===== config.mk =====
export PLATFORM = sky130hd
export DESIGN_NAME = dfnec_ctrl
export DESIGN_NICKNAME = d
export VERILOG_FILES = /design/src/design/dfnec_pkg.sv /design/src/design/dfnec_ctrl.sv
export SDC_FILE = /design/constraint.sdc
export NUM_CORES = 1
export LEC_CHECK = 0
export BUFFER_PORTS_ARGS = -buffer_cell sky130_fd_sc_hd__clkbuf_2
export CORE_MARGIN = 2
export CORE_UTILIZATION = 35
export CTS_BUF_LIST = sky130_fd_sc_hd__clkbuf_16
export CTS_CLUSTER_SIZE = 40
export DETAILED_ROUTE_END_ITERATION = 8
export PLACE_DENSITY = 0.65
export SLEW_MARGIN = 40
export SYNTH_ARGS = -nofsm -noshare
export SYNTH_HDL_FRONTEND = slang
export SYNTH_SLANG_ARGS = --single-unit

===== constraint.sdc =====
create_clock -name clk -period 1.6 [get_ports clk]
set_input_delay 0.16 -clock clk [delete_from_list [all_inputs] [get_ports clk]]
set_output_delay 0.16 -clock clk [all_outputs]
set_load 0.01 [all_outputs]

===== src/design/dfnec_pkg.sv =====
package dfnec_pkg;

  localparam int TAPS_DEFAULT = 128;

  localparam int SAMPLE_W   = 16;
  localparam int TAP_W      = 32;
  localparam int POW_W      = 48;
  localparam int STEP_W     = 16;
  localparam int BLK_W      = 8;
  localparam int RUN_W      = 4;
  localparam int CFG_IDX_W  = 8;
  localparam int CFG_DATA_W = 16;

  localparam int FIR_SHIFT   = 28;
  localparam int STEP_SHIFT  = 18;
  localparam int DELTA_SHIFT = 6;
  localparam int TAP_LIM_SH  = 30;

  localparam logic [POW_W-1:0] POW_MAX      = {POW_W{1'b1}};
  localparam logic [POW_W-1:0] ENERGY_FLOOR = 48'd107374;
  localparam logic [POW_W-1:0] DIV_BIAS     = 48'd1073742;
  localparam logic [POW_W-1:0] MARGIN       = 48'd1073741;

  localparam logic signed [SAMPLE_W-1:0] SAMPLE_MIN = 16'sh8000;
  localparam logic signed [SAMPLE_W-1:0] SAMPLE_MAX = 16'sh7FFF;

  localparam logic [STEP_W-1:0] FAST_STEP_RST = 16'd22938;
  localparam logic [STEP_W-1:0] SLOW_STEP_RST = 16'd2621;
  localparam logic [BLK_W-1:0]  BLOCK_LEN_RST = 8'd80;
  localparam logic [RUN_W-1:0]  PROMOTE_RST   = 4'd10;

  localparam logic [CFG_IDX_W-1:0] REG_FAST_STEP = 8'd0;
  localparam logic [CFG_IDX_W-1:0] REG_SLOW_STEP = 8'd1;
  localparam logic [CFG_IDX_W-1:0] REG_BLOCK_LEN = 8'd2;
  localparam logic [CFG_IDX_W-1:0] REG_PROMOTE   = 8'd3;

  typedef logic [2:0] walk_mode_t;
  localparam walk_mode_t WALK_FIR     = 3'd0;
  localparam walk_mode_t WALK_UPD     = 3'd1;
  localparam walk_mode_t WALK_CLEAR   = 3'd2;
  localparam walk_mode_t WALK_ZERO    = 3'd3;
  localparam walk_mode_t WALK_PROMOTE = 3'd4;
  localparam walk_mode_t WALK_RESTORE = 3'd5;

  typedef logic [1:0] action_t;
  localparam action_t ACT_NONE    = 2'd0;
  localparam action_t ACT_PROMOTE = 2'd1;
  localparam action_t ACT_ZERO    = 2'd2;
  localparam action_t ACT_RESTORE = 2'd3;

  typedef struct packed {
    logic       load_in;
    logic       sq_energy;
    logic       energy_upd;
    logic       fir_finish;
    logic       err_calc;
    logic       sq_calc;
    logic       pow_add;
    logic       div_start;
    logic       step_end;
    logic       out_load;
    logic       walk_start;
    walk_mode_t walk_mode;
  } cmd_t;

  typedef struct packed {
    logic    walk_busy;
    logic    div_busy;
    logic    train_en;
    action_t action;
  } sts_t;

endpackage


===== src/design/dfnec_ctrl.sv =====
module dfnec_ctrl import dfnec_pkg::*; (
  input  logic clk,
  input  logic rst,
  input  logic in_valid,
  output logic in_ready,
  output logic out_valid,
  input  logic out_ready,
  input  sts_t sts,
  output cmd_t cmd
);

  localparam logic [3:0] S_INIT  = 4'd0;
  localparam logic [3:0] S_CLEAR = 4'd1;
  localparam logic [3:0] S_IDLE  = 4'd2;
  localparam logic [3:0] S_SQR   = 4'd3;
  localparam logic [3:0] S_ENER  = 4'd4;
  localparam logic [3:0] S_FIR   = 4'd5;
  localparam logic [3:0] S_ERR   = 4'd6;
  localparam logic [3:0] S_SQ    = 4'd7;
  localparam logic [3:0] S_POW   = 4'd8;
  localparam logic [3:0] S_DIV   = 4'd9;
  localparam logic [3:0] S_UPD   = 4'd10;
  localparam logic [3:0] S_STEP  = 4'd11;
  localparam logic [3:0] S_ACT   = 4'd12;
  localparam logic [3:0] S_SWEEP = 4'd13;
  localparam logic [3:0] S_OUT   = 4'd14;

  logic [3:0] state, state_next;

  assign in_ready = (state == S_IDLE);

  always_comb begin
    cmd        = '0;
    state_next = state;
    unique case (state)
      S_INIT: begin
        cmd.walk_start = 1'b1;
        cmd.walk_mode  = WALK_CLEAR;
        state_next     = S_CLEAR;
      end
      S_CLEAR: begin
        if (!sts.walk_busy) state_next = S_IDLE;
      end
      S_IDLE: begin
        if (in_valid) begin
          cmd.load_in = 1'b1;
          state_next  = S_SQR;
        end
      end
      S_SQR: begin
        cmd.sq_energy = 1'b1;
        state_next    = S_ENER;
      end
      S_ENER: begin
        cmd.energy_upd = 1'b1;
        cmd.walk_start = 1'b1;
        cmd.walk_mode  = WALK_FIR;
        state_next     = S_FIR;
      end
      S_FIR: begin
        if (!sts.walk_busy) begin
          cmd.fir_finish = 1'b1;
          state_next     = S_ERR;
        end
      end
      S_ERR: begin
        cmd.err_calc = 1'b1;
        state_next   = S_SQ;
      end
      S_SQ: begin
        cmd.sq_calc = 1'b1;
        state_next  = S_POW;
      end
      S_POW: begin
        cmd.pow_add = 1'b1;
        if (sts.train_en) begin
          cmd.div_start = 1'b1;
          state_next    = S_DIV;
        end else begin
          state_next = S_STEP;
        end
      end
      S_DIV: begin
        if (!sts.div_busy) begin
          cmd.walk_start = 1'b1;
          cmd.walk_mode  = WALK_UPD;
          state_next     = S_UPD;
        end
      end
      S_UPD: begin
        if (!sts.walk_busy) state_next = S_STEP;
      end
      S_STEP: begin
        cmd.step_end = 1'b1;
        state_next   = S_ACT;
      end
      S_ACT: begin
        state_next = S_SWEEP;
        unique case (sts.action)
          ACT_PROMOTE: begin
            cmd.walk_start = 1'b1;
            cmd.walk_mode  = WALK_PROMOTE;
          end
          ACT_ZERO: begin
            cmd.walk_start = 1'b1;
            cmd.walk_mode  = WALK_ZERO;
          end
          ACT_RESTORE: begin
            cmd.walk_start = 1'b1;
            cmd.walk_mode  = WALK_RESTORE;
          end
          default: state_next = S_OUT;
        endcase
      end
      S_SWEEP: begin
        if (!sts.walk_busy) state_next = S_OUT;
      end
      S_OUT: begin
        if (!out_valid || out_ready) begin
          cmd.out_load = 1'b1;
          state_next   = S_IDLE;
        end
      end
      default: state_next = S_INIT;
    endcase
  end

  always_ff @(posedge clk) begin
    if (rst) begin
      state     <= S_INIT;
      out_valid <= 1'b0;
    end else begin
      state <= state_next;
      if (cmd.out_load) out_valid <= 1'b1;
      else if (out_ready) out_valid <= 1'b0;
    end
  end

endmodule


==> out/qor.txt, run 1 <==
status: finished clean
CP startpoint kind: register
# port buffers: 24
top cell type's share of synthesized area: 21.6%
CP bufs+invs: 1
final setup vio count: 0
Synth Flop Type: dfxtp_1
register area share after synthesis: 21.6%
syn_nets: 79
Total Neg Setup Slack: 0 ns
Final Worst Setup Slack: 0.0605 ns
HPWL Detailed: 950 um
worst ir drop on vdd: 1050 uV
drc violations: 0
Final Core Density: 55.2%
Worst-Skew Late Latency: 0.22 ns
Final Hold Slack: 0.193 ns
Syn Area/Cell: 6.61 um2
max incr delay on CP: 0.43 ns
drt first-iter violations: 10
period utilisation layout: 96.2%
number of hold buffers added after CTS: 0
layout cell share with drive strength beyond 1: 38.1%
Max Cap Viol: 0
sw frac: 29.5%
Worst Hold Class: input pin to register
Setup Skew: 0.000996 ns
Least-Margin Pin Slew: 0.222 ns
routed vias/inst: 5.24
Worst R2R End: state[0]$_SDFFE_PP0P_
P&R area growth vs syn: 51.4%
max_slew headroom: 85.1%
cells on worst reg2reg path: 4
Psw: 0.253 mW
vias in the first global route: 477
post-route ant nets: 0
Async SR Flop Fraction: 0%
final wirelength: 1220 um
H-Tree Depth: 1
CTS Buf Count: 3
worst-path fanout max: 7
combinational share of power: 31.5%
total power: 0.855 mW
Mapped Area: 463 um2
# IOs: 25
global-route wire length before repair: 1930 um
gate count of the mapped netlist: 70
Yosys cell types: 25
Ys Warns: 0
clk root buf: clkbuf_16
Core Rows: 13
sequential share of power: 22.2%
Leak: 0.328 nW
largest net degree at the start of global routing: 14
crit path from: state[1]$_SDFFE_PP0P_
all-layer global routing usage: 17.6%
Fillers: 126
Worst EP required: 1.44 ns
arrival time worst endpoint: 1.38 ns
critical path cell sequence: nand2_1 > or2_2 > nor2b_1 > clkbuf_2
die width: 40.4 um
detailed-route via count: 587
Worst Setup EP: cmd[4]
fin. max-slew vios: 0
R2R Setup Slk: 0.20 ns
Placeable Area: 0.00127 mm2
DR WL/cell: 10.9 um
layout net count: 107
fmax: 650 MHz
Die Ht: 40.4 um
DP Worst Slack: 0.138 ns
unrepaired setup endpoints after global routing: false
clk sinks: 5
FF/Latch Area: 106 um2
ANT cells: 0
initial antenna violation count: 0
CTS tree: done
#FFs+latches synth: 5
Pre-antenna DRT Iters: 4
Starting Density: 36.5%
number of synthesized flops with an enable pin: 0
Final GP Congestion: 0.835
Pint: 0.602 mW
pwr/cell area: 1220 mW/mm2
clk buf depth: 2
power share of the clock group: 46.3%
delay-heaviest family, CP: simple AND/OR/NAND/NOR gates
Final Hold Viols: 0
ranking of synthesized cells by area: dfxtp_1 (22%), nand2b_1 (12%), nor3_1 (8.6%), a21oi_1 (7.6%), nor2_1 (7.3%)
post-synth top area cell: dfxtp_1
area of the multi-input gates: 339 um2
WS Path Type: register to primary output
Worst path depth: 4
Reg-to-Reg Start: state[1]$_SDFFE_PP0P_
Crit. End Element: primary output
Reg clk slew, reported paths: 0.03 ns
Min Clock Period, post-route: 1.54 ns
Worst path slowest cell: dfxtp_1
grt ovf: 0
hold path cells: 2
Die ar.: 0.00163 mm2
[layout by cell type (no fill, tap or decap), types with 3 or more instances in the layout]
master / count
clkbuf_16: 3
inv_1: 3
nand2_1: 5
nand2b_1: 8
o21ai_0: 3
nor3_1: 8
a21oi_1: 7
nor2_1: 9
buf_4: 4
clkbuf_2: 24
[power groups by stage]
| stage | sequential (mW) | clock (mW) | combinational [mW] |
|---|---|---|---|
| 4_1_cts | 0.189 | 0.403 | 0.271 |
| 5_1_grt | 0.194 | 0.411 | 0.300 |
| 3_5_place_dp | 0.189 | 0 | 0.266 |
| 3_3_place_gp | 0.185 | 0 | 0.266 |
| 2_1_floorplan | 0.152 | 0 | 0.208 |
| 6_report | 0.189 | 0.396 | 0.269 |
[state kept, by name (all words and copies together), names as in the netlist]
register / flops
state: 4
out_valid: 1
[per-stage QoR]
step / cells / area, um2
3_3_place_gp: 108 / 608
3_5_place_dp: 108 / 608
5_1_grt: 112 / 701
6_report: 112 / 701
4_1_cts: 112 / 697
2_1_floorplan: 70 / 463
[timing repair]
item	CTS	global route
setup endpoints to repair	2	2
gates resized for setup	3	2
setup buffers	0	0
[cell usage after synthesis (2+ instances only)]
master    count
and2_1        2
nand2b_1      9
buf_2         4
nor2_1        9
o21ai_0       3
nor3_1        8
inv_1         2
mux2i_1       2
nand2_1       5
a21oi_1       7
dfxtp_1       5
[cells by family (layout without fill, tap and decap cells)]
kind of cell | Yosys count | count (layout) | synth area share [%]
compound gates | 17 | 17 | 23.0
buf+inv | 7 | 34 | 6.76
flops | 5 | 5 | 21.6
simple gates | 39 | 39 | 44.3
mux | 2 | 2 | 4.32
[worst reg2reg max path: cells and delay by family (launching register included)]
kind	cells	cell delay, ns
multiplexers	1	0.16
AND/OR/NAND/NOR	1	0.46
AO/OA/AOI/OAI	2	0.28
flip-flops	1	0.43
[worst min path at each step]
stage          from                endpoint  slack [ns]
2_1_floorplan   rst  out_valid$_SDFFE_PP0P_        0.23
3_3_place_gp    rst  out_valid$_SDFFE_PP0P_        0.43
3_5_place_dp    rst  out_valid$_SDFFE_PP0P_        0.44
4_1_cts         rst   state[2]$_SDFFE_PP0P_        0.20
5_1_grt         rst   state[2]$_SDFFE_PP0P_        0.20
6_report        rst   state[2]$_SDFFE_PP0P_        0.19
[final cells by class]
class	count	share of cell area, %
repair buffers	28	21.4
clock inverters	1	0.536
flip-flops and latches	5	15.2
well taps	15	2.68
inverters	2	1.07
clock buffers	3	10.7
multi-input cells	58	48.4
[per-layer routing]
layer	share of wire, %	GRT usage, %	wire [um]	vias up
met3	5.2	8.33	63	0
li1	-	-	-	300
met5	0	0	0	-
met4	0	0	0	0
met2	51	29.4	621	17
met1	44	21.8	536	270
No activity file was read; power rests on OpenSTA's default activity.
==> inputs of run 2 (changes only) <==
--- a/config.mk
+++ b/config.mk
@@ -8,7 +8,6 @@
 export BUFFER_PORTS_ARGS = -buffer_cell sky130_fd_sc_hd__clkbuf_2
 export CORE_MARGIN = 2
 export CORE_UTILIZATION = 35
-export CTS_BUF_LIST = sky130_fd_sc_hd__clkbuf_16
 export CTS_CLUSTER_SIZE = 40
 export DETAILED_ROUTE_END_ITERATION = 8
 export PLACE_DENSITY = 0.65
==> out/qor.txt, run 2 (same netlist as run 1, synthesis figures left out) <==
HPWL Detailed: 950 um (unchanged)
drc violations: 0 (unchanged)
Final Core Density: 51.6% (-3.6 points)
pwr/cell area: 923 mW/mm2 (-24%)
Top Registers: state (4), out_valid (1)
drt first-iter violations: 9 (-1)
Leak: 0.304 nW (-7.2%)
critical path cell sequence: nand2b_4 > or2_2 > nor2b_1 > clkbuf_2
most common cell after layout, fill and taps aside: clkbuf_2
max incr delay on CP: 0.38 ns (-0.05 ns)
Crit. End Element: primary output
Starting Density: 36.5% (unchanged)
DP Worst Slack: 0.138 ns (unchanged)
# port buffers: 24 (unchanged)
Final Hold Slack: 0.176 ns (-0.0175 ns)
Worst path slowest cell: dfxtp_2
period utilisation layout: 94.1% (-2.2 points)
fin. max-slew vios: 0 (unchanged)
vias in the first global route: 464 (-2.7%)
Least-Margin Pin Slew: 0.222 ns (+0.000202 ns)
Reg clk slew, reported paths: 0.04 ns (about the same)
routed vias/inst: 5.26 (+0.34%)
grt ovf: 0 (unchanged)
DR WL/cell: 10.8 um (-0.98%)
layout cell share with drive strength beyond 1: 40.2% (+2.1 points)
final setup vio count: 0 (unchanged)
final wirelength: 1210 um (-0.98%)
# IOs: 25 (unchanged)
Min Clock Period, post-route: 1.50 ns (-0.0346 ns)
Top Usage Layer GRT: met2
Die Ht: 40.4 um (unchanged)
worst-path fanout max: 13 (+6)
Final Hold Viols: 0 (unchanged)
clk buf depth: 2 (unchanged)
CTS Buf Count: 3 (unchanged)
layout net count: 107 (unchanged)
all-layer global routing usage: 16.8% (-0.80 points)
clk sinks: 5 (unchanged)
largest net degree at the start of global routing: 14 (unchanged)
global-route wire length before repair: 1870 um (-2.9%)
Die ar.: 0.00163 mm2 (unchanged)
ANT cells: 0 (unchanged)
Worst-Skew Late Latency: 0.24 ns (+0.02 ns)
commonest non-fill, non-tap cells in the layout: clkbuf_2 (24), nor2_1 (9), nand2b_1 (8), nor3_1 (7), a21oi_1 (7)
worst ir drop on vdd: 474 uV (-55%)
H-Tree Depth: 1 (unchanged)
CTS tree: done
area of the multi-input gates: 344 um2 (+1.5%)
Worst Hold Class: input pin to register
Max Cap Viol: 0 (unchanged)
Total Neg Setup Slack: 0 ns (unchanged)
M1 GR Usage: 21.8% (unchanged)
largest register by flop count: state
detailed-route via count: 589 (+0.34%)
Setup Skew: 0.00145 ns (+0.000457 ns)
CP startpoint kind: register
die width: 40.4 um (unchanged)
P&R area growth vs syn: 41.4%
Worst EP required: 1.44 ns (about the same)
GR Util met2: 27.8% (-1.6 points)
number of hold buffers added after CTS: 0 (unchanged)
Core Rows: 13 (unchanged)
status: finished clean
fmax: 665 MHz (+2.3%)
initial antenna violation count: 0 (unchanged)
met3 GRT Util: 6.67% (-1.7 points)
max reg flops: 4 (unchanged)
dpl cells: 108 (unchanged)
FF/Latch Area: 108 um2 (+1.2%)
WS Path Type: register to primary output
Pre-antenna DRT Iters: 4 (unchanged)
clk root buf: clkbuf_4
Final GP Congestion: 0.835 (unchanged)
post-route ant nets: 0 (unchanged)
Post-Layout Cell Count: 112 (unchanged)
Final Worst Setup Slack: 0.0951 ns (+0.0346 ns)
arrival time worst endpoint: 1.34 ns (-0.04 ns)
Placeable Area: 0.00127 mm2 (unchanged)
Fillers: 134 (+6.3%)
max_slew headroom: 85.1% (about the same)
-- run 2: area by class of cell --
cell class,count,share of cell area (%)
clock buffer,4,4.02
tap,15,2.87
inverter,2,1.15
sequential,5,16.4
timing repair buffer,28,22.9
multi-input combinational,58,52.6
-- run 2: path summary, 6_finish.rpt --
kind	start	endpoint	slack, ns	cells past startpoint
worst min register to register	state[0]$_SDFFE_PP0P_	state[2]$_SDFFE_PP0P_	0.55	2
worst min-delay path	rst	state[2]$_SDFFE_PP0P_	0.18	2
worst max-delay path	state[0]$_SDFFE_PP0P_	cmd[4]	0.1	4
worst max register to register	state[0]$_SDFFE_PP0P_	state[0]$_SDFFE_PP0P_	0.19	4
-- run 2: metrics by stage --
step	area, um2	power [mW]
CTS	644	0.610
detailed placement	608	0.454
global route	654	0.652
global placement	608	0.451
floorplan	463	0.360
finish	654	0.604
-- run 2: critical path, delay by kind of cell (launching register included) --
family	cells	cell delay, ns
buffers and inverters	1	0.14
flip-flops	1	0.38
AND/OR/NAND/NOR	3	0.58
-- run 2: repair_timing --
action,in CTS,in global routing
resized for setup,3,4
endpoints found under the setup margin,3,5
buffers inserted,0,0
pin swaps,0,0
-- run 2: layer usage --
| layer | up-vias | share of wire (%) |
|---|---|---|
| met1 | 273 | 43 |
| met4 | 0 | 0 |
| li1 | 298 | - |
| met3 | 0 | 6.9 |
| met2 | 18 | 50 |
| met5 | - | 0 |
-- run 2: report_power, final --
part	leakage [nW]	internal (mW)	total (mW)	switching, mW
clock	0.0150	0.0941	0.143	0.0486
combinational	0.247	0.134	0.270	0.136
sequential	0.0427	0.148	0.192	0.0441
total	0.304	0.375	0.604	0.229
